## config.mk

```make
export PLATFORM = sky130hd
export DESIGN_NAME = ascii_response_frame_checker_top
export DESIGN_NICKNAME = d
export VERILOG_FILES = /design/src/design/arfc_pkg.sv /design/src/design/ascii_response_frame_checker_top.sv /design/src/design/arfc_frame_core.sv
export SDC_FILE = /design/constraint.sdc
export NUM_CORES = 1
export LEC_CHECK = 0
export BUFFER_PORTS_ARGS = -buffer_cell sky130_fd_sc_hd__buf_2
export CAP_MARGIN = 40
export CORE_AREA = 2 2 153 155
export DETAILED_ROUTE_END_ITERATION = 16
export DIE_AREA = 0 0 155 157
export PLACE_DENSITY = 0.67
export SLEW_MARGIN = 15
export SYNTH_ARGS = -nofsm -noshare
export SYNTH_HDL_FRONTEND = slang
export SYNTH_SLANG_ARGS = --single-unit
```

## constraint.sdc

```tcl
create_clock -name aclk -period 6.3 [get_ports aclk]
set_clock_uncertainty 0.15 [all_clocks]
set_input_delay 0.63 -clock aclk [delete_from_list [all_inputs] [get_ports aclk]]
set_output_delay 0.63 -clock aclk [all_outputs]
set_load 0.03 [all_outputs]
```

## src/design/arfc_pkg.sv

```systemverilog
package arfc_pkg;

    localparam int S_TDATA_W = 8;
    localparam int M_TDATA_W = 56;

    localparam logic [15:0] CRC_POLY = 16'hA001;

    localparam logic [7:0] CHAR_DOLLAR = 8'h24;
    localparam logic [7:0] CHAR_ZERO   = 8'h30;
    localparam logic [7:0] CHAR_NINE   = 8'h39;

    localparam logic [7:0]  START_CHAR_RST = 8'h21;
    localparam logic [7:0]  END_CHAR_RST   = 8'h0D;
    localparam logic [7:0]  SEP_CHAR_RST   = 8'h3B;
    localparam logic [15:0] CRC_PRESET_RST = 16'hFFFF;

    localparam logic [1:0] REG_START_CHAR = 2'd0;
    localparam logic [1:0] REG_END_CHAR   = 2'd1;
    localparam logic [1:0] REG_SEP_CHAR   = 2'd2;
    localparam logic [1:0] REG_CRC_PRESET = 2'd3;

    typedef enum logic [1:0] {
        TOK_NONE     = 2'd0,
        TOK_DOLLAR   = 2'd1,
        TOK_MATCH    = 2'd2,
        TOK_MISMATCH = 2'd3
    } token_t;

    typedef struct packed {
        logic [7:0]  start_char;
        logic [7:0]  end_char;
        logic [7:0]  separator_char;
        logic [15:0] crc_preset;
    } cfg_t;

    typedef struct packed {
        logic [15:0] computed_crc;
        logic        success;
        logic [31:0] field_value;
        logic        frame_valid;
    } result_t;

    function automatic logic [15:0] crc16_byte(input logic [15:0] crc_in, input logic [7:0] b);
        logic [15:0] c;
        c = crc_in ^ {8'h00, b};
        for (int k = 0; k < 8; k++) begin
            c = c[0] ? ((c >> 1) ^ CRC_POLY) : (c >> 1);
        end
        return c;
    endfunction

endpackage

```

## src/design/ascii_response_frame_checker_top.sv

```systemverilog
// Channel   Dir  Handshake              Payload
// s_        in   s_tvalid / s_tready    s_tdata[7:0] = rx_byte
// m_        out  m_tvalid / m_tready    m_tdata = frame_valid, field_value, success,
//                                       computed_crc
// cfg_      in   cfg_valid / cfg_ready  cfg_index selects register, cfg_data value
//
// One byte per cycle sustained while the result side is not stalled; the closing
// byte waits in the input register, then the frame logic with its combinational
// CRC byte update writes the result register.
// aresetn is synchronous: it clears both registers' valid flags and the frame flag
// and loads the configuration defaults. A stalled result holds the input side only
// once the input register is also full.
module ascii_response_frame_checker_top #(
    parameter int VALUE_WIDTH = 32
) (
    input  logic        aclk,
    input  logic        aresetn,
    input  logic        s_tvalid,
    output logic        s_tready,
    input  logic [7:0]  s_tdata,   // [7:0] rx_byte
    output logic        m_tvalid,
    input  logic        m_tready,
    output logic [55:0] m_tdata,   // [0] frame_valid, [32:1] field_value, [33] success,
                                   // [49:34] computed_crc, [55:50] zero
    input  logic        cfg_valid,
    output logic        cfg_ready,
    input  logic [1:0]  cfg_index,
    input  logic [15:0] cfg_data
);

    arfc_pkg::cfg_t    cfg_reg, cfg_next;
    logic              in_valid_reg, in_valid_next;
    logic [7:0]        in_byte_reg;
    logic              out_valid_reg, out_valid_next;
    arfc_pkg::result_t out_res_reg;

    logic              advance;
    logic              s_xfer;
    logic              res_valid;
    arfc_pkg::result_t res;

    assign cfg_ready = 1'b1;
    assign advance   = in_valid_reg && (!out_valid_reg || m_tready);
    assign s_tready  = !in_valid_reg || advance;
    assign s_xfer    = s_tvalid && s_tready;
    assign m_tvalid  = out_valid_reg;
    assign m_tdata   = {6'b000000, out_res_reg};

    always_comb begin
        cfg_next = cfg_reg;
        if (cfg_valid) begin
            case (cfg_index)
                arfc_pkg::REG_START_CHAR: cfg_next.start_char     = cfg_data[7:0];
                arfc_pkg::REG_END_CHAR:   cfg_next.end_char       = cfg_data[7:0];
                arfc_pkg::REG_SEP_CHAR:   cfg_next.separator_char = cfg_data[7:0];
                arfc_pkg::REG_CRC_PRESET: cfg_next.crc_preset     = cfg_data;
                default:                  cfg_next = cfg_reg;
            endcase
        end
        in_valid_next = s_xfer ? 1'b1 : (advance ? 1'b0 : in_valid_reg);
        if (advance && res_valid) begin
            out_valid_next = 1'b1;
        end else if (m_tready) begin
            out_valid_next = 1'b0;
        end else begin
            out_valid_next = out_valid_reg;
        end
    end

    arfc_frame_core #(
        .VALUE_WIDTH(VALUE_WIDTH)
    ) u_core (
        .aclk      (aclk),
        .aresetn   (aresetn),
        .step      (advance),
        .rx_byte   (in_byte_reg),
        .cfg       (cfg_reg),
        .res_valid (res_valid),
        .res       (res)
    );

    always_ff @(posedge aclk) begin
        if (!aresetn) begin
            cfg_reg.start_char     <= arfc_pkg::START_CHAR_RST;
            cfg_reg.end_char       <= arfc_pkg::END_CHAR_RST;
            cfg_reg.separator_char <= arfc_pkg::SEP_CHAR_RST;
            cfg_reg.crc_preset     <= arfc_pkg::CRC_PRESET_RST;
            in_valid_reg           <= 1'b0;
            out_valid_reg          <= 1'b0;
        end else begin
            cfg_reg       <= cfg_next;
            in_valid_reg  <= in_valid_next;
            out_valid_reg <= out_valid_next;
        end
        if (s_xfer) begin
            in_byte_reg <= s_tdata;
        end
        if (advance && res_valid) begin
            out_res_reg <= res;
        end
    end

endmodule

```

## src/design/arfc_frame_core.sv

```systemverilog
module arfc_frame_core #(
    parameter int VALUE_WIDTH = 32
) (
    input  logic              aclk,
    input  logic              aresetn,
    input  logic              step,
    input  logic [7:0]        rx_byte,
    input  arfc_pkg::cfg_t    cfg,
    output logic              res_valid,
    output arfc_pkg::result_t res
);

    localparam int PW = VALUE_WIDTH + 4;

    logic                   in_frame_reg, in_frame_next;
    logic [15:0]            crc_run_reg, crc_run_next;
    logic [15:0]            crc_sep_reg, crc_sep_next;
    logic [1:0]             field_cnt_reg, field_cnt_next;
    logic [VALUE_WIDTH-1:0] value_acc_reg, value_acc_next;
    logic                   value_bad_reg, value_bad_next;
    logic                   value_seen_reg, value_seen_next;
    arfc_pkg::token_t       token_reg, token_next;
    logic [16:0]            last_acc_reg, last_acc_next;
    logic                   last_bad_reg, last_bad_next;
    logic                   last_seen_reg, last_seen_next;

    logic                   digit;
    logic [3:0]             dval;
    logic [7:0]             dsub;
    logic [15:0]            crc_new;
    logic [PW-1:0]          acc_ext;
    logic [PW-1:0]          acc_prod;
    logic [20:0]            last_ext;
    logic [20:0]            last_prod;
    logic [15:0]            rx_crc;
    logic                   valid;
    logic [63:0]            value_wide;

    always_comb begin
        dsub      = rx_byte - arfc_pkg::CHAR_ZERO;
        digit     = (rx_byte >= arfc_pkg::CHAR_ZERO) && (rx_byte <= arfc_pkg::CHAR_NINE);
        dval      = dsub[3:0];
        crc_new   = arfc_pkg::crc16_byte(crc_run_reg, rx_byte);
        acc_ext   = PW'(value_acc_reg);
        acc_prod  = (acc_ext << 3) + (acc_ext << 1) + PW'(dval);
        last_ext  = 21'(last_acc_reg);
        last_prod = (last_ext << 3) + (last_ext << 1) + 21'(dval);

        rx_crc = (last_bad_reg || !last_seen_reg || last_acc_reg[16]) ? 16'h0000
                                                                    : last_acc_reg[15:0];
        valid  = (field_cnt_reg >= 2'd2) && (rx_crc == crc_sep_reg);
        value_wide = (valid && value_seen_reg && !value_bad_reg) ? 64'(value_acc_reg)
                                                                  : 64'd0;
        res.frame_valid  = valid;
        res.field_value  = value_wide[31:0];
        res.success      = valid && (token_reg == arfc_pkg::TOK_MATCH);
        res.computed_crc = crc_sep_reg;
    end

    always_comb begin
        in_frame_next   = in_frame_reg;
        crc_run_next    = crc_run_reg;
        crc_sep_next    = crc_sep_reg;
        field_cnt_next  = field_cnt_reg;
        value_acc_next  = value_acc_reg;
        value_bad_next  = value_bad_reg;
        value_seen_next = value_seen_reg;
        token_next      = token_reg;
        last_acc_next   = last_acc_reg;
        last_bad_next   = last_bad_reg;
        last_seen_next  = last_seen_reg;
        res_valid       = 1'b0;

        if (step) begin
            if (!in_frame_reg) begin
                if (rx_byte == cfg.start_char) begin
                    in_frame_next   = 1'b1;
                    crc_run_next    = cfg.crc_preset;
                    crc_sep_next    = cfg.crc_preset;
                    field_cnt_next  = 2'd0;
                    value_acc_next  = '0;
                    value_bad_next  = 1'b0;
                    value_seen_next = 1'b0;
                    token_next      = arfc_pkg::TOK_NONE;
                    last_acc_next   = 17'd0;
                    last_bad_next   = 1'b0;
                    last_seen_next  = 1'b0;
                end
            end else if (rx_byte == cfg.end_char) begin
                res_valid     = 1'b1;
                in_frame_next = 1'b0;
            end else begin
                crc_run_next = crc_new;
                if (rx_byte == cfg.separator_char) begin
                    crc_sep_next   = crc_new;
                    field_cnt_next = (field_cnt_reg == 2'd3) ? 2'd3 : field_cnt_reg + 2'd1;
                    last_acc_next  = 17'd0;
                    last_bad_next  = 1'b0;
                    last_seen_next = 1'b0;
                end else begin
                    if (field_cnt_reg == 2'd1) begin
                        value_seen_next = 1'b1;
                        if (!digit) begin
                            value_bad_next = 1'b1;
                        end else if (!value_bad_reg) begin
                            if (|acc_prod[PW-1:VALUE_WIDTH]) begin
                                value_bad_next = 1'b1;
                            end else begin
                                value_acc_next = acc_prod[VALUE_WIDTH-1:0];
                            end
                        end
                        case (token_reg)
                            arfc_pkg::TOK_NONE: begin
                                token_next = (rx_byte == arfc_pkg::CHAR_DOLLAR)
                                             ? arfc_pkg::TOK_DOLLAR : arfc_pkg::TOK_MISMATCH;
                            end
                            arfc_pkg::TOK_DOLLAR: begin
                                token_next = (rx_byte == arfc_pkg::CHAR_ZERO)
                                             ? arfc_pkg::TOK_MATCH : arfc_pkg::TOK_MISMATCH;
                            end
                            default: begin
                                token_next = arfc_pkg::TOK_MISMATCH;
                            end
                        endcase
                    end
                    last_seen_next = 1'b1;
                    if (!digit) begin
                        last_bad_next = 1'b1;
                    end else if (!last_bad_reg) begin
                        last_acc_next = (last_acc_reg[16] || (last_prod > 21'h10000))
                                        ? 17'h10000 : last_prod[16:0];
                    end
                end
            end
        end
    end

    always_ff @(posedge aclk) begin
        if (!aresetn) begin
            in_frame_reg <= 1'b0;
        end else begin
            in_frame_reg <= in_frame_next;
        end
        crc_run_reg    <= crc_run_next;
        crc_sep_reg    <= crc_sep_next;
        field_cnt_reg  <= field_cnt_next;
        value_acc_reg  <= value_acc_next;
        value_bad_reg  <= value_bad_next;
        value_seen_reg <= value_seen_next;
        token_reg      <= token_next;
        last_acc_reg   <= last_acc_next;
        last_bad_reg   <= last_bad_next;
        last_seen_reg  <= last_seen_next;
    end

endmodule

```

==> results of run 1 <==
## power by group through the flow
stage,logic (W),registers (W),clock network [W]
finish,0.000131,0.00137,0.00112
detailed placement,0.000131,0.00140,0
global route,0.000147,0.00138,0.00119
floorplan,0.000112,0.00139,0
CTS,0.000132,0.00137,0.00114
global placement,0.000129,0.00140,0
## routing by layer
metal	up-vias	GRT usage
met3	25	0.03056
met5	-	0
met2	223	0.3507
met4	0	0.05335
met1	3782	0.2723
li1	3926	-
## cells by family (layout without fill, tap and decap cells)
kind of cell	after synthesis	count (layout)	synth area share
AO/OA/AOI/OAI	189	189	0.1125
multiplexers	18	18	0.01757
flip-flops	190	190	0.4749
adder cells (fa/ha/maj)	100	100	0.1154
AND/OR/NAND/NOR	381	381	0.1768
buffers and inverters	79	151	0.03132
other	2	7	0.0006762
XOR/XNOR	89	89	0.07086
## cell usage in the layout (no fill, tap or decap), drive strengths merged, types with 10 or more instances in the layout
| cell | netlist | routed |
|---|---|---|
| edfxtp | 147 | 147 |
| nor4 | 13 | 13 |
| nand2b | 12 | 12 |
| inv | 29 | 36 |
| a31oi | 13 | 13 |
| dfxtp | 43 | 43 |
| nand3 | 44 | 44 |
| clkbuf | 27 | 20 |
| and2 | 40 | 40 |
| a21o | 19 | 19 |
| nand4 | 16 | 16 |
| xor2 | 24 | 24 |
| buf | 23 | 90 |
| xnor2 | 65 | 65 |
| nor2b | 11 | 11 |
| nor3 | 17 | 17 |
| o21ai | 29 | 29 |
| o21a | 11 | 11 |
| ha | 96 | 96 |
| nand2 | 111 | 111 |
| nor2 | 80 | 80 |
| a211oi | 10 | 10 |
| a21oi | 52 | 52 |
## stage by stage
step | power, W | util | area (um^2)
2_1_floorplan | 0.001498 | - | 11130
3_3_place_gp | 0.001532 | 0.5200 | 11700
3_5_place_dp | 0.001533 | 0.5224 | 11760
4_1_cts | 0.002645 | 0.5498 | 12370
5_1_grt | 0.002712 | 0.5505 | 12390
6_report | 0.002627 | 0.5505 | 12390
## worst reg2reg max path: stages, from the launching register on
cell	delay, ns
edfxtp_1	0.56
inv_1	0.16
fa_1	0.54
fa_1	0.47
nand2b_1	0.20
a21o_1	0.20
a211o_1	0.28
a31oi_1	0.33
o31ai_1	0.15
a221oi_1	0.29
nand4_1	0.19
a21oi_4	0.59
buf_16	0.23
## final timing paths
check,startpoint,end,depth (start not counted)
worst min-delay path,s_tdata[5],in_byte_reg[5],1
worst max register to register,in_byte_reg[3],u_core.value_acc_reg[12],12
worst min register to register,cfg_reg[15],cfg_reg[15],2
worst max-delay path,in_byte_reg[3],u_core.value_acc_reg[12],12
## cell type report
type	count	area, um^2
Timing Repair Buffer	90	509.2
Fill cell	1949	10110
Multi-Input combinational cell	784	5522
Tap cell	285	356.6
Clock buffer	20	478.0
Sequential cell	190	5275
Inverter	29	108.9
Clock inverter	12	138.9
==> flow_summary.toml, run 1 <==
[run_status]
status = "completed"

[routing]
ant_nets = 0
highest_layer = "met4"
vias = 7956
drc = 0
firstDrtPassIters = 5
met3WireLength_mm = 1.074
wirelength_mm = 24.31
vias_per_cell = 5.643
wl_met1_mm = 10.96
routedWlPerCell_um = 17.24
wl_met2_mm = 11.94
first_iter_violations = 508

[placed_design]
place_congestion = 0.8585
dp_slack_ns = 1.656
portBuffers = 82
dp_hpwl_mm = 17.99
dp.cells = 1377

[sta]
period_share = 0.7384
maxClockFrequency_mhz = 215.0
timing.final.max_slew_violations = 0
tightest_slew_ns = 0.8305
fin_setup_tns_ns = 0
rsz0062_at_grt = "false"
fin_ws_ns = 1.648
setup_viol = 0
hold_ws_ns = 0.2170
finalWorstPathRequiredPeriod_ns = 4.652
timing_hold_violations_final = 0
relSlewSlack = 0.4463

[yosys]
synth_top_area_cell = "edfxtp_1"
ys.flop_type = "edfxtp_1"
synth.most_common_cell = "edfxtp_1"
syn_area_um2 = 11110
ys_warn_count = 0
synthCells = 1048
synth-seq-cells = 190
synth_edf_count = 147
async_flop_share = 0
synth_top_area_frac = 0.3974
yosysUniqueCellTypes = 73
syn_area_per_cell_um2 = 10.60
synth_area_leaders = "edfxtp_1, ha_1, dfxtp_1"
synth_seq_area_share = 0.4749
yosys-top-cells-count = "edfxtp_1, nand2_1, ha_1, nor2_1, xnor2_1"

[power]
ir_drop_v = 0.0002257
power_switching_w = 0.0006080
p_leak_nw = 5.056
combPwrFrac = 0.050
sequentialPowerShare = 0.523
internal-power_w = 0.002019
pwr_density_cell_nw_per_um2 = 212.0
switching_share = 0.2315
pwr-share-clk = 0.427

[floorplanning]
die_h_um = 157
dieArea_um2 = 24340
core_area_um2 = 22500
fp.dieW_um = 155
start_util = 0.4936
num_rows = 55
ioPinCount = 90

[clock_tree]
cts_buffers = 17
cts_tree = "yes"
cts_resized = 0
clockBufferDepth = 2
post_cts_buffers = 0
clk_latency_ns = 0.44
clockRootBuffer = "clkbuf_16"
cts-htree-levels = 4
cts_sinks = 190
cts.hold.buffers_added = 0
clk_pin_slew_ns = 0.07

[layout]
area_growth_pct = 11.54
finalNonFillerCells = 1410
antennaDiodeCount = 0
drive_gt1_frac = 0.1351
final_nets = 1243
largest_reg_flops = 50

[global_route]
grt_pass1_wl_mm = 39.38
gr-total-overflow = 0
grt.total_usage = 0.2045
antenna_found_initial = 0
grt_max_degree = 44
grt_pass1_vias = 7636

[worst_setup_path]
path_class = "register to register"
crit_path_end_kind = "register"
path_cells = "inv_1 -> fa_1 -> fa_1 -> nand2b_1 -> a21o_1 -> a211o_1 -> a31oi_1 -> o31ai_1 -> a221oi_1 -> nand4_1 -> a21oi_4 -> buf_16"
critPathArrivalTime_ns = 4.65
critPathTopFamily = "compound AO/OA/AOI/OAI gates"
crit_path_max_fanout = 17
crit_required_ns = 6.30
crit_buf_inv = 2
startpoint_type = "register"
worst-r2r-setup-slack_ns = 1.65
critPathMaxStageDelay_ns = 0.59
crit_top_cell = "fa_1"
slowest_stage = "a21oi_4"

[run]
maxCapViolCount = 0

[hold_path]
worstHoldPathType = "input port to register"
Note: power is estimated with default switching activity, not from simulation.
==> run 2: changes to the inputs <==
--- a/config.mk
+++ b/config.mk
@@ -5,12 +5,13 @@
 export SDC_FILE = /design/constraint.sdc
 export NUM_CORES = 1
 export LEC_CHECK = 0
+export ABC_AREA = 1
 export BUFFER_PORTS_ARGS = -buffer_cell sky130_fd_sc_hd__buf_2
 export CAP_MARGIN = 40
-export CORE_AREA = 2 2 153 155
+export CORE_AREA = 2 2 157 159
 export DETAILED_ROUTE_END_ITERATION = 16
-export DIE_AREA = 0 0 155 157
-export PLACE_DENSITY = 0.67
+export DIE_AREA = 0 0 159 161
+export PLACE_DENSITY = 0.68
 export SLEW_MARGIN = 15
 export SYNTH_ARGS = -nofsm -noshare
 export SYNTH_HDL_FRONTEND = slang
==> constraint.sdc (replaced) <==
create_clock -name aclk -period 4.9 [get_ports aclk]
set_clock_uncertainty 0.15 [all_clocks]
set_input_delay 0.49 -clock aclk [delete_from_list [all_inputs] [get_ports aclk]]
set_output_delay 0.49 -clock aclk [all_outputs]
set_load 0.03 [all_outputs]
==> flow_summary.toml, run 2 <==
[layout]
final_cell_mix = "nand2_1, inv_1, edfxtp_1, nor2_1, ha_1"
largest_reg_flops = 50
multi_input_area_um2 = 5627
final_util = 0.5514
seqCellArea_um2 = 5276
antennaDiodeCount = 0
final_nets = 1674
finalNonFillerCells = 1880
area_growth_pct = 11.64
n_fill_cell = 2277
final_common_cell = "nand2_1"
drive_gt1_frac = 0.1260

[clock_tree]
cts_buffers = 17
cts-htree-levels = 4
cts_tree = "yes"
cts_resized = 0
clockBufferDepth = 2
clk_latency_ns = 0.46
cts.hold.buffers_added = 0
clockRootBuffer = "clkbuf_16"
clk_pin_slew_ns = 0.09
post_cts_buffers = 0
cts_sinks = 190

[run]
maxCapViolCount = 0

[sta]
setup_viol = 0
rsz0062_at_grt = "false"
period_share = 0.7765
tightest_slew_ns = 0.8830
relSlewSlack = 0.4068
fin_setup_tns_ns = 0
maxClockFrequency_mhz = 262.8
timing.final.max_slew_violations = 0
timing_hold_violations_final = 0
finalWorstPathRequiredPeriod_ns = 3.805

[global_route]
use_met3 = 0.03647
grt_max_degree = 52
met2_usage = 0.3571
grt.total_usage = 0.2189
gr-total-overflow = 0
grt_pass1_vias = 9247
antenna_found_initial = 0
use_met1 = 0.3005
grt_pass1_wl_mm = 45.20
gr-max-usage-layer = "met2"

[worst_setup_path]
crit_path_end_kind = "register"
path_cells = "inv_2 -> fa_1 -> fa_1 -> nor2_1 -> o21ai_0 -> nand2_1 -> nand2_1 -> nand2_1 -> nand2_1 -> nand3_1 -> nand2_1 -> nor2_1 -> nand2_1 -> a21oi_4 -> buf_4"
crit_required_ns = 4.84
crit_path_max_fanout = 32
critPathArrivalTime_ns = 3.75
critPathMaxStageDelay_ns = 0.51
slowest_stage = "fa_1"
crit_top_cell = "nand2_1"
path_class = "register to register"
startpoint_type = "register"

[yosys]
syn_area_per_cell_um2 = 8.107
synth.most_common_cell = "nand2_1"
yosysUniqueCellTypes = 45
yosys-top-cells-count = "nand2_1, inv_1, edfxtp_1, nor2_1, ha_1"
synthCells = 1460
synth_top_area_frac = 0.3729
syn_area_um2 = 11840
synth_top_area_cell = "edfxtp_1"
ys_warn_count = 0
synth-seq-cells = 190
synth_area_leaders = "edfxtp_1, nand2_1, ha_1"
ys.flop_type = "edfxtp_1"
synth_seq_area_share = 0.4457
synth_edf_count = 147
async_flop_share = 0

[routing]
first_iter_violations = 613
vias = 9557
drc = 0
firstDrtPassIters = 5
wirelength_mm = 27.50
routedWlPerCell_um = 14.63
vias_per_cell = 5.084
ant_nets = 0

[floorplanning]
die_h_um = 161
dieArea_um2 = 25600
core_area_um2 = 23960
start_util = 0.4939
num_rows = 57
fp.dieW_um = 159
ioPinCount = 90

[power]
power_switching_w = 0.0009048
switching_share = 0.2641
p_leak_nw = 6.542
internal-power_w = 0.002522
sequentialPowerShare = 0.514
pwr_density_cell_nw_per_um2 = 259.3
combPwrFrac = 0.042
ir_drop_v = 0.0002041
pwr-share-clk = 0.444

[placed_design]
portBuffers = 82
place_congestion = 0.8879
dp_hpwl_mm = 20.52
dp.cells = 1848

[run_status]
status = "completed"

[hold_path]
worstHoldPathType = "input port to register"
==> run 2: changes by cell type after synthesis, moves of 16 or more <==
cell / previous run / this run
inv_1: 28 / 201
and2_1: 40 / 1
o21ai_0: 16 / 54
nand2_1: 111 / 419
nand3_1: 44 / 81
nor2_2: 0 / 33
nor2_1: 80 / 141
xor2_1: 24 / 8
a21oi_1: 52 / 69
xnor2_1: 64 / 23
==> run 2: cells by family (layout without fill, tap and decap cells) <==
logic type,count (synthesis),count (layout),synth area share
other cells,2,7,0.0006345
buf+inv,240,331,0.08245
fa+ha+maj,100,100,0.1082
xor+xnor,31,31,0.02294
simple gates,740,740,0.2670
compound gates,157,157,0.07304
flops,190,190,0.4457
==> run 2: stage by stage <==
stage          total power [W]  hold slack (ns)  worst slack, ns  cell area (um^2)
2_1_floorplan         0.001896           0.2764           0.4165             11860
3_3_place_gp          0.001936           0.2901            1.261             12560
3_5_place_dp          0.001941           0.2945            1.084             12560
4_1_cts               0.003451          0.04663            1.066             13210
5_1_grt               0.003530          0.04473           0.8342             13210
6_report              0.003426          0.06061            1.095             13210
==> run 2: layout make-up <==
type                       count  share of cell area
clock buffer                  17             0.03219
inverter                     209             0.05937
multi-input combinational   1035              0.4258
sequential                   190              0.3993
timing repair buffer          90             0.03560
clock inverter                15             0.01704
tap                          324             0.03068
==> run 2: per-layer routing <==
metal	up-vias	wire (um)
li1	4902	-
met1	4356	13200
met2	262	12610
met3	37	1223
met4	0	469
met5	-	0
==> run 2: power by group through the flow <==
stage          Combinational [W]  Clock, W  Sequential, W
2_1_floorplan           0.000111         0        0.00179
3_3_place_gp            0.000140         0        0.00180
3_5_place_dp            0.000144         0        0.00180
4_1_cts                 0.000145   0.00155        0.00176
5_1_grt                 0.000165   0.00160        0.00176
6_report                0.000144   0.00152        0.00176
==> run 2: path summary, 6_finish.rpt <==
check                                  end  depth (start not counted)  slack [ns]                  start
setup / recovery  u_core.value_acc_reg[21]                         15        1.10         in_byte_reg[3]
hold / removal              in_byte_reg[4]                          1        0.06             s_tdata[4]
setup reg to reg  u_core.value_acc_reg[21]                         15        1.10         in_byte_reg[3]
hold reg to reg                m_tdata[41]                          0        0.30  u_core.crc_sep_reg[7]
==> run 2: worst max-delay path, delay by kind of cell (launching register included) <==
family                     cells  cell delay, ns
and+or+nand+nor                9            0.94
buffers and inverters          2            0.64
adders and majority gates      2            0.99
DFF                            1            0.48
AOI/OAI and AO/OA              2            0.21
==> run 3: changes to the inputs <==
--- a/config.mk
+++ b/config.mk
@@ -11,7 +11,7 @@
 export CORE_AREA = 2 2 157 159
 export DETAILED_ROUTE_END_ITERATION = 16
 export DIE_AREA = 0 0 159 161
-export PLACE_DENSITY = 0.68
+export PLACE_DENSITY = 0.7
 export SLEW_MARGIN = 15
 export SYNTH_ARGS = -nofsm -noshare
 export SYNTH_HDL_FRONTEND = slang
==> constraint.sdc (replaced) <==
create_clock -name aclk -period 3.2 [get_ports aclk]
set_clock_uncertainty 0.15 [all_clocks]
set_input_delay 0.32 -clock aclk [delete_from_list [all_inputs] [get_ports aclk]]
set_output_delay 0.32 -clock aclk [all_outputs]
set_load 0.03 [all_outputs]
==> flow_summary.toml, run 3 (synthesis results as in run 2) <==
[sta]
period_share = 0.9762
relSlewSlack = 0.5413
maxClockFrequency_mhz = 320.1
timing.final.max_slew_violations = 0
tightest_slew_ns = 0.6881
finalWorstPathRequiredPeriod_ns = 3.124
timing_hold_violations_final = 0
setup_viol = 0
fin_ws_ns = 0.07613

[floorplanning]
ioPinCount = 90
die_h_um = 161
start_util = 0.4939
dieArea_um2 = 25600
core_area_um2 = 23960
fp.dieW_um = 159
num_rows = 57

[worst_setup_path]
crit_required_ns = 3.23
startpoint_type = "register"
critPathArrivalTime_ns = 3.15
worst-r2r-setup-slack_ns = 0.08
crit_path_end_kind = "register"
crit_path_max_fanout = 7
timing.rr.start = "u_core.value_acc_reg[7]"
path_class = "register to register"
r2r-end = "u_core.value_acc_reg[18]"
reg2reg_depth = 17

[power]
switching_share = 0.2512
power_switching_w = 0.001318
internal-power_w = 0.003927
pwr-share-clk = 0.437
total_power_w = 0.005245
ir_drop_v = 0.0003494
combPwrFrac = 0.050
sequentialPowerShare = 0.513
pwr_density_cell_nw_per_um2 = 373.9
p_leak_nw = 6.884

[global_route]
antenna_found_initial = 0
grt_pass1_wl_mm = 44.80
grt.total_usage = 0.2193
grt_pass1_vias = 9177
grt_max_degree = 42
gr-total-overflow = 0

[hold_path]
worstHoldPathType = "input port to register"
min_to = "cfg_reg[20]"
hold_start = "cfg_data[4]"
hold_path_depth = 3

[layout]
largest_reg_flops = 50
final_common_cell = "nand2_1"
final_nets = 1737
final_util = 0.5854
antennaDiodeCount = 0
final_cell_mix = "nand2_1, inv_1, edfxtp_1, nor2_1, ha_1"
area_growth_pct = 18.51
drive_gt1_frac = 0.1748
postLayoutCellArea_um2 = 14030

[clock_tree]
cts_tree = "yes"
clk_latency_ns = 0.46
cts-htree-levels = 4
clockRootBuffer = "clkbuf_16"
clockBufferDepth = 2
cts_sinks = 190
cts_buffers = 17
clk_pin_slew_ns = 0.08

[routing]
ant_nets = 0
drc = 0
vias_per_cell = 5.094
first_iter_violations = 795
routedWlPerCell_um = 14.90
vias = 9897
wirelength_mm = 28.94
firstDrtPassIters = 6

[placed_design]
portBuffers = 82
dp_slack_ns = 0.03267
dpl_cell_area_um2 = 12760
place_congestion = 0.9534
dp_hpwl_mm = 21.37

[run_status]
status = "completed"

[run]
maxCapViolCount = 0
## run 3: cell count changes in the layout (fill, tap and decap cells not counted), moves of 8 or more
| cell | previous run | this run |
|---|---|---|
| dlygate4sd3_1 | 0 | 21 |
| a21oi_2 | 0 | 8 |
| nand2_2 | 13 | 26 |
| buf_4 | 8 | 42 |
| a21oi_1 | 68 | 60 |
| nand2_1 | 419 | 406 |
| ha_1 | 96 | 87 |
## run 3: layout make-up
cell class | instances | area [um^2]
tap | 324 | 405.4
fill | 2177 | 9936
sequential | 190 | 5276
timing repair buffer | 152 | 1077
multi-input combinational | 1036 | 5831
clock buffer | 17 | 425.4
clock inverter | 15 | 225.2
inverter | 209 | 787.0
## run 3: power by group through the flow
stage               clock network (W)  registers (W)  logic [W]
global placement                    0        0.00275   0.000228
global route                  0.00241        0.00270   0.000293
CTS                           0.00232        0.00269   0.000253
floorplan                           0        0.00273   0.000170
detailed placement                  0        0.00275   0.000232
finish                        0.00229        0.00269   0.000262
## run 3: critical path: stages (launching register included)
cell       delay, ns
edfxtp_1        0.44
ha_1            0.32
ha_1            0.35
nand2_1         0.09
inv_1           0.09
nand2_1         0.08
nand2_1         0.08
a21oi_1         0.23
nand2_2         0.13
nand2_2         0.08
nand2_1         0.05
nand2_1         0.06
nand2_1         0.06
nor2_2          0.11
nand2_2         0.08
a21oi_4         0.15
buf_12          0.15
clkbuf_16       0.16
## run 3: how the worst max path moves through the flow
stage,startpoint,end,slack [ns],cells past startpoint
2_1_floorplan,in_byte_reg[3],u_core.value_acc_reg[0],-0.16,14
3_3_place_gp,in_byte_reg[3],u_core.value_acc_reg[12],0.13,15
3_5_place_dp,in_byte_reg[3],u_core.value_acc_reg[9],0.03,15
4_1_cts,in_byte_reg[3],u_core.value_acc_reg[8],0.01,15
5_1_grt,u_core.value_acc_reg[10],u_core.value_acc_reg[23],-0.07,17
6_report,u_core.value_acc_reg[7],u_core.value_acc_reg[18],0.08,17
## run 3: repair_timing
| item | in CTS | in global routing |
|---|---|---|
| endpoints found under the setup margin | 0 | 54 |
| hold endpoints to repair | 22 | 0 |
| hold buffers | 21 | 0 |
| resized for setup | 0 | 45 |
| buffers inserted | 0 | 18 |
## run 3: per-stage QoR
step / TNS [ns] / hold WS (ns) / std cells
after floorplan: -5.170 / 0.2689 / 1465
after global placement: 0 / 0.2885 / 1868
after detailed placement: 0 / 0.2894 / 1868
after CTS: 0 / 0.001749 / 1921
after global routing: -2.294 / 0.01102 / 1943
final: 0 / 0.008230 / 1943
## run 3: routing by layer
metal	GRT usage	routed length, um	vias up
met5	0	0	-
met4	0.07149	549	0
met3	0.03287	1694	36
met2	0.3557	13360	306
met1	0.3041	13340	4522
li1	-	-	5033
